## src/rtl/core/slot_allocator_dense_list_assert.svh

```systemverilog
// ----------------------------------------------------------------------------
// Slot allocator assertion macros
// Shorthand for clocked checks on clk, disabled while rst is high.
// ----------------------------------------------------------------------------
`ifndef SLOT_ALLOCATOR_DENSE_LIST_ASSERT_SVH
`define SLOT_ALLOCATOR_DENSE_LIST_ASSERT_SVH

// Consequent must hold in the same cycle as the antecedent.
`define SAD_ASSERT_HOLDS(label, ante, cons, msg) \
  label: assert property (@(posedge clk) disable iff (rst) (ante) |-> (cons)) \
    else $error(msg);

// Consequent must hold in the cycle after the antecedent.
`define SAD_ASSERT_NEXT(label, ante, cons, msg) \
  label: assert property (@(posedge clk) disable iff (rst) (ante) |=> (cons)) \
    else $error(msg);

`endif

```

## src/rtl/core/sad_pkg.sv

```systemverilog
// ----------------------------------------------------------------------------
// Slot allocator package
// Field widths, request and result codes, and shared types.
// ----------------------------------------------------------------------------
`timescale 1ns / 1ps

package sad_pkg;

  localparam int SLOT_COUNT_DEF = 64;

  localparam int OP_W     = 2;
  localparam int IDX_W    = 6;
  localparam int STATUS_W = 2;
  localparam int COUNT_W  = 7;
  localparam int TOP_W    = 7;

  typedef enum logic [OP_W-1:0] {
    OP_ALLOC    = 2'd0,
    OP_ALLOC_AT = 2'd1,
    OP_FREE     = 2'd2,
    OP_NONE     = 2'd3
  } op_t;

  typedef enum logic [STATUS_W-1:0] {
    ST_OK       = 2'd0,
    ST_FULL     = 2'd1,
    ST_OCCUPIED = 2'd2,
    ST_EMPTY    = 2'd3
  } status_t;

  typedef enum logic [2:0] {
    S_CLEAR,
    S_IDLE,
    S_LOOK,
    S_SCAN,
    S_MOVE,
    S_DONE
  } state_t;

  typedef struct packed {
    op_t              op;
    logic [IDX_W-1:0] idx;
  } req_t;

  typedef struct packed {
    logic [IDX_W-1:0]   slot;
    status_t            status;
    logic [IDX_W-1:0]   pos;
    logic [COUNT_W-1:0] count;
    logic [TOP_W-1:0]   top;
  } res_t;

endpackage

```

## src/rtl/core/slot_allocator_dense_list.sv

```systemverilog
// ----------------------------------------------------------------------------
// Slot allocator with dense live list
// Allocates and frees slots, keeps a top mark and a packed list of live slots.
// ----------------------------------------------------------------------------
//  channel | signals                      | payload
//  --------+------------------------------+-----------------------------------
//  in      | in_valid / in_ready          | operation, slot_index
//  out     | out_valid / out_ready        | granted_slot, status, list_position,
//          |                              | live_count, top_slot
//
// One request at a time. Allocate scans one busy-map entry per cycle. Free
// walks one entry per cycle to lower the top mark, then one per cycle to
// find the slot in the live list, then makes one move. After rst, a
// clearing pass zeroes the busy map before in_ready rises. The output
// register holds a result while the next request is worked on.
// ----------------------------------------------------------------------------
`timescale 1ns / 1ps

module slot_allocator_dense_list #(
  parameter int SLOT_COUNT = sad_pkg::SLOT_COUNT_DEF
) (
  input  logic                               clk,
  input  logic                               rst,
  input  logic                               in_valid,
  output logic                               in_ready,
  input  logic [sad_pkg::OP_W-1:0]           operation,
  input  logic [sad_pkg::IDX_W-1:0]          slot_index,
  output logic                               out_valid,
  input  logic                               out_ready,
  output logic [sad_pkg::IDX_W-1:0]          granted_slot,
  output logic [sad_pkg::STATUS_W-1:0]       status,
  output logic [sad_pkg::IDX_W-1:0]          list_position,
  output logic [sad_pkg::COUNT_W-1:0]        live_count,
  output logic signed [sad_pkg::TOP_W-1:0]   top_slot
);

  import sad_pkg::*;

  req_t req;
  res_t res;
  logic res_valid, res_ready;

  assign req.op  = op_t'(operation);
  assign req.idx = slot_index;

  sad_ctrl #(.SLOT_COUNT(SLOT_COUNT)) u_ctrl (
    .clk      (clk),
    .rst      (rst),
    .req_valid(in_valid),
    .req_ready(in_ready),
    .req      (req),
    .res_valid(res_valid),
    .res_ready(res_ready),
    .res      (res)
  );

  // Take a new result when the output register is empty or draining.
  assign res_ready = !out_valid || out_ready;

  always_ff @(posedge clk) begin
    if (rst) begin
      out_valid <= 1'b0;
    end else if (res_valid && res_ready) begin
      out_valid <= 1'b1;
    end else if (out_ready) begin
      out_valid <= 1'b0;
    end
  end

  always_ff @(posedge clk) begin
    if (res_valid && res_ready) begin
      granted_slot  <= res.slot;
      status        <= res.status;
      list_position <= res.pos;
      live_count    <= res.count;
      top_slot      <= res.top;
    end
  end

endmodule

```

## src/rtl/core/sad_ram.sv

```systemverilog
// ----------------------------------------------------------------------------
// Generic RAM
// One write port, one read port, registered read data.
// ----------------------------------------------------------------------------
`timescale 1ns / 1ps

module sad_ram #(
  parameter int WIDTH = 1,
  parameter int DEPTH = sad_pkg::SLOT_COUNT_DEF,
  localparam int AW = $clog2(DEPTH)
) (
  input  logic             clk,
  input  logic             we,
  input  logic [AW-1:0]    waddr,
  input  logic [WIDTH-1:0] wdata,
  input  logic [AW-1:0]    raddr,
  output logic [WIDTH-1:0] rdata
);

  logic [WIDTH-1:0] mem [DEPTH];

  always_ff @(posedge clk) begin
    if (we) begin
      mem[waddr] <= wdata;
    end
    rdata <= mem[raddr];
  end

endmodule

```

## src/rtl/core/sad_ctrl.sv

```systemverilog
// ----------------------------------------------------------------------------
// Slot allocator sequencer
// Busy map and dense list memories, one shared scan and compare unit.
// ----------------------------------------------------------------------------
`timescale 1ns / 1ps
`include "slot_allocator_dense_list_assert.svh"

module sad_ctrl #(
  parameter int SLOT_COUNT = sad_pkg::SLOT_COUNT_DEF
) (
  input  logic          clk,
  input  logic          rst,
  input  logic          req_valid,
  output logic          req_ready,
  input  sad_pkg::req_t req,
  output logic          res_valid,
  input  logic          res_ready,
  output sad_pkg::res_t res
);

  import sad_pkg::*;

  localparam int SW = $clog2(SLOT_COUNT);
  localparam int CW = $clog2(SLOT_COUNT + 1);
  localparam int TW = SW + 1;
  localparam int XW = (SW > IDX_W) ? SW : IDX_W;
  localparam int LW = (CW > COUNT_W) ? CW : COUNT_W;
  localparam int HW = (TW > TOP_W) ? TW : TOP_W;

  typedef enum logic [1:0] {
    SK_ALLOC,
    SK_LOWER,
    SK_LIST
  } scan_kind_t;

  state_t            state, state_next;
  scan_kind_t        kind, kind_next;
  logic [SW-1:0]     ptr, ptr_next;
  logic [CW-1:0]     left, left_next;
  logic [SW-1:0]     chk, chk_next;
  logic              pend, pend_next;
  logic [SW-1:0]     clr_ptr, clr_ptr_next;
  logic [CW-1:0]     len, len_next;
  logic signed [TW-1:0] top, top_next;
  op_t               cur_op, cur_op_next;
  logic [SW-1:0]     idx, idx_next;
  logic [XW-1:0]     res_slot, res_slot_next;
  status_t           res_status, res_status_next;
  logic [SW-1:0]     res_pos, res_pos_next;

  logic              busy_we, busy_wdata, busy_rd;
  logic [SW-1:0]     busy_waddr, busy_raddr;
  logic              list_we;
  logic [SW-1:0]     list_waddr, list_wdata, list_raddr, list_rd;

  logic              req_oob;
  logic signed [TW-1:0] idx_s, top_inc;
  logic              match, hit, miss;

  logic [XW-1:0]     pos_x;
  logic [LW-1:0]     len_x;
  logic signed [HW-1:0] top_x;

  sad_ram #(.WIDTH(1), .DEPTH(SLOT_COUNT)) u_busy (
    .clk  (clk),
    .we   (busy_we),
    .waddr(busy_waddr),
    .wdata(busy_wdata),
    .raddr(busy_raddr),
    .rdata(busy_rd)
  );

  sad_ram #(.WIDTH(SW), .DEPTH(SLOT_COUNT)) u_list (
    .clk  (clk),
    .we   (list_we),
    .waddr(list_waddr),
    .wdata(list_wdata),
    .raddr(list_raddr),
    .rdata(list_rd)
  );

  assign req_oob = (32'(req.idx) >= 32'(SLOT_COUNT));
  assign idx_s   = $signed({1'b0, idx});
  assign top_inc = top + TW'(1);

  // Shared compare: what counts as a hit depends on the running scan.
  always_comb begin
    unique case (kind)
      SK_ALLOC: match = !busy_rd;
      SK_LOWER: match = busy_rd;
      SK_LIST:  match = (list_rd == idx);
      default:  match = 1'b0;
    endcase
  end

  assign hit  = pend && match;
  assign miss = !pend && (left == '0);

  assign req_ready = (state == S_IDLE);
  assign res_valid = (state == S_DONE);

  assign pos_x = XW'(res_pos);
  assign len_x = LW'(len);
  assign top_x = HW'(top);

  assign res.slot   = res_slot[IDX_W-1:0];
  assign res.status = res_status;
  assign res.pos    = pos_x[IDX_W-1:0];
  assign res.count  = len_x[COUNT_W-1:0];
  assign res.top    = top_x[TOP_W-1:0];

  // Next state
  always_comb begin
    state_next = state;
    unique case (state)
      S_CLEAR: begin
        if (clr_ptr == SW'(SLOT_COUNT - 1)) begin
          state_next = S_IDLE;
        end
      end
      S_IDLE: begin
        if (req_valid) begin
          unique case (req.op)
            OP_ALLOC:    state_next = S_SCAN;
            OP_ALLOC_AT: state_next = req_oob ? S_DONE : S_LOOK;
            OP_FREE:     state_next = req_oob ? S_DONE : S_LOOK;
            OP_NONE:     state_next = S_IDLE;
            default:     state_next = S_IDLE;
          endcase
        end
      end
      S_LOOK: begin
        if (cur_op == OP_FREE && busy_rd) begin
          state_next = S_SCAN;
        end else begin
          state_next = S_DONE;
        end
      end
      S_SCAN: begin
        if (hit || miss) begin
          unique case (kind)
            SK_ALLOC: state_next = S_DONE;
            SK_LOWER: state_next = S_SCAN;
            SK_LIST:  state_next = hit ? S_MOVE : S_DONE;
            default:  state_next = S_DONE;
          endcase
        end
      end
      S_MOVE: state_next = S_DONE;
      S_DONE: begin
        if (res_ready) begin
          state_next = S_IDLE;
        end
      end
      default: state_next = S_IDLE;
    endcase
  end

  // Memory controls and datapath next values
  always_comb begin
    busy_we         = 1'b0;
    busy_waddr      = idx;
    busy_wdata      = 1'b0;
    busy_raddr      = ptr;
    list_we         = 1'b0;
    list_waddr      = SW'(len);
    list_wdata      = idx;
    list_raddr      = ptr;
    kind_next       = kind;
    ptr_next        = ptr;
    left_next       = left;
    chk_next        = chk;
    pend_next       = pend;
    clr_ptr_next    = clr_ptr;
    len_next        = len;
    top_next        = top;
    cur_op_next     = cur_op;
    idx_next        = idx;
    res_slot_next   = res_slot;
    res_status_next = res_status;
    res_pos_next    = res_pos;

    unique case (state)
      S_CLEAR: begin
        busy_we      = 1'b1;
        busy_waddr   = clr_ptr;
        busy_wdata   = 1'b0;
        clr_ptr_next = clr_ptr + SW'(1);
      end
      S_IDLE: begin
        busy_raddr = SW'(req.idx);
        if (req_valid) begin
          cur_op_next     = req.op;
          idx_next        = SW'(req.idx);
          res_slot_next   = XW'(req.idx);
          res_status_next = ST_OK;
          res_pos_next    = '0;
          kind_next       = SK_ALLOC;
          ptr_next        = '0;
          left_next       = CW'($unsigned(top_inc));
          pend_next       = 1'b0;
          if (req.op == OP_ALLOC_AT && req_oob) begin
            res_status_next = ST_FULL;
          end
          if (req.op == OP_FREE && req_oob) begin
            res_status_next = ST_EMPTY;
          end
        end
      end
      S_LOOK: begin
        if (cur_op == OP_ALLOC_AT) begin
          if (busy_rd) begin
            res_status_next = ST_OCCUPIED;
          end else begin
            if (idx_s > top) begin
              top_next = idx_s;
            end
            busy_we      = 1'b1;
            busy_wdata   = 1'b1;
            list_we      = 1'b1;
            list_wdata   = idx;
            res_pos_next = SW'(len);
            len_next     = len + CW'(1);
          end
        end else begin
          if (!busy_rd) begin
            res_status_next = ST_EMPTY;
          end else begin
            busy_we    = 1'b1;
            busy_wdata = 1'b0;
            pend_next  = 1'b0;
            // Freeing a top slot above slot 1: walk down to the next busy one.
            if (idx_s == top && top > TW'(1)) begin
              kind_next = SK_LOWER;
              ptr_next  = SW'($unsigned(top - TW'(1)));
              left_next = CW'($unsigned(top - TW'(1)));
            end else begin
              if (idx_s == top) begin
                top_next = '0;
              end
              kind_next = SK_LIST;
              ptr_next  = '0;
              left_next = len;
            end
          end
        end
      end
      S_SCAN: begin
        // Keep one read in flight; check the previous one.
        if (left != '0) begin
          pend_next = 1'b1;
          chk_next  = ptr;
          ptr_next  = (kind == SK_LOWER) ? ptr - SW'(1) : ptr + SW'(1);
          left_next = left - CW'(1);
        end else begin
          pend_next = 1'b0;
        end
        if (hit) begin
          unique case (kind)
            SK_ALLOC: begin
              busy_we       = 1'b1;
              busy_waddr    = chk;
              busy_wdata    = 1'b1;
              list_we       = 1'b1;
              list_wdata    = chk;
              res_slot_next = XW'(chk);
              res_pos_next  = SW'(len);
              len_next      = len + CW'(1);
            end
            SK_LOWER: begin
              top_next  = $signed({1'b0, chk});
              kind_next = SK_LIST;
              ptr_next  = '0;
              left_next = len;
              pend_next = 1'b0;
            end
            SK_LIST: begin
              // Fetch the last entry to fill the hole.
              list_raddr   = SW'(len - CW'(1));
              res_pos_next = chk;
              len_next     = len - CW'(1);
            end
            default: ;
          endcase
        end else if (miss) begin
          unique case (kind)
            SK_ALLOC: begin
              if (top == TW'(SLOT_COUNT - 1)) begin
                res_status_next = ST_FULL;
                res_slot_next   = '0;
              end else begin
                top_next      = top_inc;
                busy_we       = 1'b1;
                busy_waddr    = SW'($unsigned(top_inc));
                busy_wdata    = 1'b1;
                list_we       = 1'b1;
                list_wdata    = SW'($unsigned(top_inc));
                res_slot_next = XW'(SW'($unsigned(top_inc)));
                res_pos_next  = SW'(len);
                len_next      = len + CW'(1);
              end
            end
            SK_LOWER: begin
              top_next  = '0;
              kind_next = SK_LIST;
              ptr_next  = '0;
              left_next = len;
              pend_next = 1'b0;
            end
            SK_LIST: begin
              res_pos_next = '0;
            end
            default: ;
          endcase
        end
      end
      S_MOVE: begin
        list_we    = 1'b1;
        list_waddr = res_pos;
        list_wdata = list_rd;
      end
      S_DONE: ;
      default: ;
    endcase
  end

  always_ff @(posedge clk) begin
    if (rst) begin
      state   <= S_CLEAR;
      clr_ptr <= '0;
      len     <= '0;
      top     <= '1;
      pend    <= 1'b0;
      left    <= '0;
      kind    <= SK_ALLOC;
    end else begin
      state   <= state_next;
      clr_ptr <= clr_ptr_next;
      len     <= len_next;
      top     <= top_next;
      pend    <= pend_next;
      left    <= left_next;
      kind    <= kind_next;
    end
  end

  always_ff @(posedge clk) begin
    ptr        <= ptr_next;
    chk        <= chk_next;
    cur_op     <= cur_op_next;
    idx        <= idx_next;
    res_slot   <= res_slot_next;
    res_status <= res_status_next;
    res_pos    <= res_pos_next;
  end

  `SAD_ASSERT_NEXT(a_leave_idle, req_valid && req_ready && req.op != OP_NONE, state != S_IDLE, "accepted request did not start")
  `SAD_ASSERT_HOLDS(a_top_range, 1'b1, top >= TW'(-1) && top <= TW'(SLOT_COUNT - 1), "top mark out of range")
  `SAD_ASSERT_HOLDS(a_len_range, 1'b1, len <= CW'(SLOT_COUNT), "list length beyond table size")
  `SAD_ASSERT_HOLDS(a_alloc_count, state == S_DONE && res_status == ST_OK && cur_op != OP_FREE, len != '0, "granted slot missing from list")

endmodule
```

## config.mk

```make
export PLATFORM = sky130hd
export DESIGN_NAME = slot_allocator_dense_list
export DESIGN_NICKNAME = d
export VERILOG_FILES = /design/src/rtl/core/sad_pkg.sv /design/src/rtl/core/slot_allocator_dense_list.sv /design/src/rtl/core/sad_ram.sv /design/src/rtl/core/sad_ctrl.sv
export VERILOG_INCLUDE_DIRS = /design/src /design/src/rtl/core
export SDC_FILE = /design/constraint.sdc
export NUM_CORES = 1
export LEC_CHECK = 0
export BUFFER_PORTS_ARGS = -buffer_cell sky130_fd_sc_hd__buf_2
export CAP_MARGIN = 20
export CORE_MARGIN = 4
export CORE_UTILIZATION = 55
export CTS_BUF_LIST = sky130_fd_sc_hd__clkbuf_2 sky130_fd_sc_hd__clkbuf_4 sky130_fd_sc_hd__clkbuf_8
export DETAILED_ROUTE_END_ITERATION = 12
export PLACE_DENSITY = 0.71
export SYNTH_ARGS = -nofsm -noshare
export SYNTH_HDL_FRONTEND = slang
export SYNTH_SLANG_ARGS = --single-unit
export TNS_END_PERCENT = 1
```

## constraint.sdc

```tcl
create_clock -name clk -period 15 [get_ports clk]
set_clock_uncertainty 0.2 [all_clocks]
set_input_delay 1.5 -clock clk [delete_from_list [all_inputs] [get_ports clk]]
set_output_delay 1.5 -clock clk [all_outputs]
set_load 0.005 [all_outputs]
```

==> impl_metrics.json, run 1 <==
{
  "status": "finished clean",
  "rrSetupSlack_ns": 8.45,
  "grt_max_degree": 82,
  "synth_area_um2": 24700,
  "finalSetupViolCount": 0,
  "cp.arrival_ns": 6.86,
  "clock_sinks": 551,
  "fin_crit_ns": 6.55,
  "pre_cts_ws_ns": 8.69,
  "synth_flop_cell": "edfxtp_1",
  "netlist_instances": 1885,
  "drv_slew": 0,
  "cap_violations": 0,
  "cp.required_ns": 15.30,
  "rsz0062_at_grt": "no",
  "yosys-top-cells-area": "edfxtp_1 62%, mux2i_1 5.5%, dfxtp_1 3.3%, nor2_1 3.0%, o21ai_0 2.1%",
  "seqPwrFrac_pct": 55.9,
  "syn_nets": 1923,
  "hold_path_end": "granted_slot[2]",
  "cts_resized": 0,
  "synth_top_area_share_pct": 62.1,
  "die_area_um2": 48300,
  "fmax_ghz": 0.153,
  "hold_viol_final": 0,
  "p_leak_nw": 9.23,
  "rows": 77,
  "cp_max_fo": 81,
  "drive_above_1_share_pct": 13.3,
  "cts_tree": "built",
  "wire_per_inst_um": 24.4,
  "hp-class": "register to register",
  "clockRootBuffer": "clkbuf_8",
  "synth-seq-area-share_pct": 65.4,
  "fin_area_um2": 27100,
  "portBuffers": 41,
  "post-route-period-util_pct": 43.7,
  "clkPwrFrac_pct": 42.2,
  "grt_usage_pct": 26.2,
  "ys_types": 86,
  "r2r_cells": 10,
  "drtAntennaViolNets": 0,
  "end_kind": "register",
  "worst_slew_pin_slew_ns": 0.982,
  "antenna_found_initial": 0,
  "grt-ovfl-total": 0,
  "post_cts_buffers": 0,
  "fp.dieW_um": 220,
  "min_from": "u_ctrl.res_slot[2]",
  "nets": 1971,
  "clock_latency_ns": 0.67,
  "rr_startpoint": "u_ctrl.state[0]",
  "cts_buffers": 85,
  "cts_buffer_depth": 3,
  "fillers": 3311,
  "coreArea_um2": 44200,
  "slowest_stage": "nand2_4",
  "cp-start-kind": "register",
  "drt-pass1-iter-count": 6,
  "setup_ws_ns": 8.45,
  "clk_pin_slew_ns": 0.06,
  "min_path_cells": 0,
  "internal_power_mw": 2.36,
  "yosys_warnings": 0,
  "syn_to_final_growth_pct": 9.93,
  "path_cells": "nand2b_1 -> nor2_4 -> and2_1 -> nand3_4 -> nand2_4 -> buf_4 -> mux2_1 -> a2111o_1 -> o31ai_1 -> nand4_1",
  "powerDensity_nw_per_um2": 110,
  "ctsHoldBuffers": 0,
  "relSlewSlack_pct": 33.7,
  "slowest_delay_ns": 0.99,
  "avgSynthCellArea_um2": 13.1,
  "critPathKind": "register to register",
  "place.gp.congestion": 0.927,
  "grt_pass1_vias": 15700,
  "totalWireLength_um": 63200,
  "initial_core_util_pct": 55.8,
  "timing.rr.end": "u_ctrl.u_list.rdata[2]",
  "dieHeight_um": 220,
  "pwr-share-comb_pct": 1.9,
  "cts.htree.levels": 3,
  "hpwl_um": 40600,
  "diodes": 0,
  "drc": 0,
  "grt_pass1_wl_um": 95600,
  "async_flop_share_pct": 0,
  "swShare_pct": 20.8,
  "first_iter_violations": 2223,
  "yosys.area.top_type": "edfxtp_1",
  "yosys_register_bits": 551,
  "tns_ns": 0,
  "place_area_um2": 25300,
  "ir_worst_vdd_mv": 0.0653,
  "num_vias": 16500,
  "switching_power_mw": 0.620,
  "via_per_inst": 6.37,
  "synth-edff-count": 510,
  "top_level_ports": 42
}
-- placed cells by master, fill, tap and decap left out, drive strengths merged, types with 10 or more instances in the layout --
master   instances
xnor2           22
a21o            18
xor2            19
mux2i          135
clkinv          23
o31ai           11
a211oi          15
o211ai          11
dfxtp           41
ha              25
o21ai          108
a21boi          28
nor3            25
o2111ai         15
a21oi           73
nor2b           10
nand3           94
nand2          107
o22ai           50
mux4            16
nand4           11
o31a            12
clkbuf         123
edfxtp         510
buf             71
and3            30
nor2           202
nand2b          13
inv             32
-- cells by family (layout without fill, tap and decap cells) --
logic type      count (synthesis)  count (layout)  share of synthesized area (%)
compound gates                423             423                           11.4
xor+xnor                       41              41                           1.46
fa+ha+maj                      26              26                           1.35
buf+inv                       139             253                           2.46
flops                         551             551                           65.4
mux                           158             158                           7.26
simple gates                  547             547                           10.6
-- area by class of cell --
| cell class | instances | area (um^2) | share of cell area [%] |
|---|---|---|---|
| Clock buffer | 123 | 1510 | 5.55 |
| Clock inverter | 30 | 211 | 0.780 |
| Inverter | 29 | 109 | 0.402 |
| Multi-Input combinational cell | 1195 | 7950 | 29.3 |
| Sequential cell | 551 | 16100 | 59.5 |
| Tap cell | 592 | 741 | 2.73 |
| Timing Repair Buffer | 71 | 454 | 1.68 |
-- layer usage --
layer	vias up	routed length (um)	track usage, %
met4	0	1820	8.67
met3	126	6830	6.16
met2	886	27800	38.3
met5	-	0	0
li1	7348	-	-
met1	8154	26800	38.9
-- sequential cells by signal, summed over array words and instances (netlist names), 7 cells and up --
| signal | count |
|---|---|
| u_ctrl.u_list.mem | 384 |
| u_ctrl.top | 7 |
| u_ctrl.len | 7 |
| u_ctrl.u_busy.mem | 64 |
| live_count | 7 |
| u_ctrl.left | 7 |
| top_slot | 7 |
-- Yosys cell counts (12+ instances only) --
| cell type | n |
|---|---|
| o31a_1 | 12 |
| inv_1 | 29 |
| o21ai_0 | 104 |
| clkbuf_1 | 66 |
| o2111ai_1 | 15 |
| ha_1 | 25 |
| nand3_1 | 93 |
| a21boi_0 | 22 |
| xnor2_1 | 22 |
| dfxtp_1 | 41 |
| a21oi_1 | 70 |
| xor2_1 | 19 |
| o22ai_1 | 48 |
| nand2b_1 | 13 |
| a21o_1 | 18 |
| buf_2 | 26 |
| a211oi_1 | 15 |
| nor2_1 | 200 |
| mux2i_1 | 135 |
| and3_1 | 30 |
| edfxtp_1 | 510 |
| mux4_2 | 16 |
| nor3_1 | 22 |
| nand2_1 | 106 |
-- worst max-delay path: cells and delay by family, from the launching register on --
family / cells / cell delay [ns]
AO/OA/AOI/OAI: 2 / 0.72
buffers and inverters: 1 / 0.77
AND/OR/NAND/NOR: 6 / 3.38
multiplexers: 1 / 0.38
flip-flops: 1 / 0.83
-- through the flow --
stage,power (mW),cells,hold WS (ns),utilization (%)
detailed placement,1.75,2433,0.211,57.3
finish,2.98,2591,0.220,61.3
CTS,3.00,2586,0.220,61.2
global route,3.08,2591,0.236,61.3
floorplan,1.73,1885,0.200,-
global placement,1.75,2433,0.204,57.3
-- power groups by stage --
stage          clock network, mW  registers [mW]  logic, mW
3_5_place_dp                   0            1.70     0.0554
2_1_floorplan                  0            1.70     0.0380
3_3_place_gp                   0            1.70     0.0543
4_1_cts                     1.28            1.67     0.0556
6_report                    1.26            1.67     0.0564
5_1_grt                     1.35            1.67     0.0617
-- how the worst max path moves through the flow --
stage | start | end | slack, ns | depth (start not counted)
5_1_grt | u_ctrl.state[0] | u_ctrl.u_list.rdata[2] | 8.22 | 10
3_3_place_gp | u_ctrl.state[0] | u_ctrl.u_list.rdata[2] | 8.91 | 10
3_5_place_dp | u_ctrl.state[0] | u_ctrl.u_list.rdata[2] | 8.69 | 10
4_1_cts | u_ctrl.state[0] | u_ctrl.u_list.rdata[2] | 8.68 | 10
2_1_floorplan | u_ctrl.state[1] | u_ctrl.u_list.mem[0][0] | 8.55 | 6
6_report | u_ctrl.state[0] | u_ctrl.u_list.rdata[2] | 8.45 | 10
(Power assumes the default switching activity.)
==> run 2: changes to the inputs <==
--- a/config.mk
+++ b/config.mk
@@ -6,6 +6,7 @@
 export SDC_FILE = /design/constraint.sdc
 export NUM_CORES = 1
 export LEC_CHECK = 0
+export ABC_AREA = 1
 export BUFFER_PORTS_ARGS = -buffer_cell sky130_fd_sc_hd__buf_2
 export CAP_MARGIN = 20
 export CORE_MARGIN = 4
==> constraint.sdc (replaced) <==
create_clock -name clk -period 6.84 [get_ports clk]
set_clock_uncertainty 0.2 [all_clocks]
set_input_delay 0.684 -clock clk [delete_from_list [all_inputs] [get_ports clk]]
set_output_delay 0.684 -clock clk [all_outputs]
set_load 0.005 [all_outputs]
==> impl_metrics.json, run 2 <==
{
  "place_area_um2": 26300,
  "synth_area_um2": 25700,
  "min_from": "slot_index[5]",
  "place.gp.congestion": 0.982,
  "via_per_inst": 5.81,
  "post-route-period-util_pct": 69.2,
  "drc": 0,
  "grt-ovfl-total": 0,
  "drtAntennaViolNets": 0,
  "hpwl_um": 40900,
  "yosys.area.top_type": "edfxtp_1",
  "rr_startpoint": "u_ctrl.kind[0]",
  "num_vias": 18900,
  "fmax_ghz": 0.211,
  "cp_max_fo": 11,
  "first_iter_violations": 2309,
  "p_leak_nw": 10.9,
  "initial_core_util_pct": 56.1,
  "dieHeight_um": 224,
  "yosys-top-cells-area": "edfxtp_1 60%, nand2_1 9.2%, nand3_1 6.8%, nor2_1 3.3%, dfxtp_1 3.2%",
  "fillers": 3645,
  "cts_tree": "built",
  "avgSynthCellArea_um2": 10.1,
  "cap_violations": 0,
  "worst_slew_pin_slew_ns": 1.17,
  "nets": 2612,
  "drt-pass1-iter-count": 8,
  "drv_slew": 0,
  "wire_per_inst_um": 20.4,
  "place_inst": 3078,
  "cts.htree.levels": 3,
  "fp.dieW_um": 224,
  "die_area_um2": 50200,
  "fin_hold_ws_ns": 0.0851,
  "cp.required_ns": 6.93,
  "grt_max_degree": 117,
  "coreArea_um2": 45800,
  "portBuffers": 41,
  "totalWireLength_um": 66300,
  "synth-edff-count": 510,
  "antenna_found_initial": 0,
  "grt_usage_pct": 26.1,
  "hold_viol_final": 0,
  "hp-class": "input pin to register",
  "grt_pass1_vias": 18100,
  "synth-seq-area-share_pct": 62.9,
  "syn_to_final_growth_pct": 9.75,
  "largest_register_ff_count": 384,
  "ys_types": 57,
  "top_level_ports": 42,
  "syn_nets": 2576,
  "tns_ns": 0,
  "reg.largest.list": "u_ctrl.u_list.mem x384, u_ctrl.u_busy.mem x64",
  "cp-start-kind": "register",
  "rsz0062_at_grt": "no",
  "startpoint": "u_ctrl.kind[0]",
  "finalNonFillerCells": 3248,
  "final_common_cell": "nand2_1",
  "grt_pass1_wl_um": 102000,
  "cts_buffer_depth": 3,
  "async_flop_share_pct": 0,
  "final_cell_mix": "626 x nand2_1, 510 x edfxtp_1, 349 x nand3_1",
  "yosys_warnings": 0,
  "rrSetupSlack_ns": 2.11,
  "yosys_register_bits": 551,
  "fin_area_um2": 28200,
  "yosysMostFrequentCell": "nand2_1",
  "cts_buffers": 87,
  "synth_top_area_share_pct": 59.7,
  "setup_ws_ns": 2.11,
  "drive_above_1_share_pct": 10.3,
  "rows": 78,
  "cp.arrival_ns": 4.82,
  "netlist_instances": 2538,
  "synth_flop_cell": "edfxtp_1",
  "fin_crit_ns": 4.73,
  "relSlewSlack_pct": 21.8,
  "pre_cts_ws_ns": 2.25,
  "clk_pin_slew_ns": 0.07,
  "ys_top_cells_by_count": "626 x nand2_1, 510 x edfxtp_1, 350 x nand3_1, 224 x nor2_1, 203 x inv_1",
  "clock_latency_ns": 0.67,
  "ir_worst_vdd_mv": 0.249,
  "regMostFlops": "u_ctrl.u_list.mem",
  "critPathKind": "register to register",
  "clock_sinks": 551,
  "finalSetupViolCount": 0,
  "clockRootBuffer": "clkbuf_8",
  "powerDensity_nw_per_um2": 352,
  "end_kind": "register",
  "post_cts_buffers": 0,
  "status": "finished clean"
}
-- run 2: cell count changes in the layout (fill, tap and decap cells not counted), sizes merged, moves of 28 or more --
cell,change
nor2,+31
nand3b,+73
mux2i,-133
inv,+192
nand3,+268
a21boi,-28
and3,-30
nand2,+524
o22ai,-38
-- run 2: worst max-delay path, stage by stage, from the launching register on --
cell and delay [ns]:
dfxtp_1 0.35, inv_1 0.14, ha_1 0.41, inv_2 0.17, nor2_1 0.13, nand2_1 0.06
nor2_1 0.11, nand2_2 0.11, nand2_4 0.13, nand3_4 0.13, inv_2 0.20, a22oi_1 0.17
nand3_1 0.29, nand4_1 0.95, nor2_1 0.81
-- run 2: worst paths after layout --
path | to | cells past startpoint
max | u_ctrl.u_list.mem[46][2] | 14
min | u_ctrl.idx[5] | 1
max reg2reg | u_ctrl.u_list.mem[46][2] | 14
min reg2reg | granted_slot[5] | 0
-- run 2: what timing repair did --
item	CTS	global route
hold buffers	6	0
gates resized for setup	0	0
endpoints found under the hold margin	6	0
-- run 2: logic make-up (layout without fill, tap and decap cells) --
logic type	after synthesis	in the layout	share of synthesized area (%)
buf+inv	345	453	5.46
xor+xnor	17	17	0.580
flops	551	551	62.9
mux	2	2	0.0780
other cells	0	2	0
fa+ha+maj	26	26	1.30
compound gates	254	254	5.98
simple gates	1343	1343	23.8
-- run 2: through the flow --
stage | power [mW] | utilization, %
after global routing | 10.4 | 61.5
final | 9.93 | 61.6
after global placement | 7.06 | 57.5
after detailed placement | 7.11 | 57.5
after floorplan | 6.23 | -
after CTS | 9.91 | 61.5
-- run 2: cell type report --
class                      count  area [um^2]  area share [%]
sequential                   551        16100            57.3
multi-input combinational   1642         8230            29.2
clock buffer                 123         1520            5.41
inverter                     224          843            2.99
tap                          600          751            2.66
timing repair buffer          68          455            1.62
clock inverter                38          235           0.835
antenna                        2         5.00          0.0178
-- run 2: where the power goes --
group	total, mW	internal (mW)	switching (mW)	leakage [nW]
Sequential	4.15	4.01	0.140	4.94
Combinational	2.97	0.746	2.22	5.00
Clock	2.81	1.52	1.29	0.933
-- run 2: per-layer routing --
layer / wire [um] / track usage [%] / up-vias
li1: - / - / 8855
met1: 28200 / 36.4 / 8916
met2: 30000 / 40.7 / 939
met3: 6040 / 5.46 / 152
met4: 2120 / 10.4 / 0
met5: 0 / 0 / -
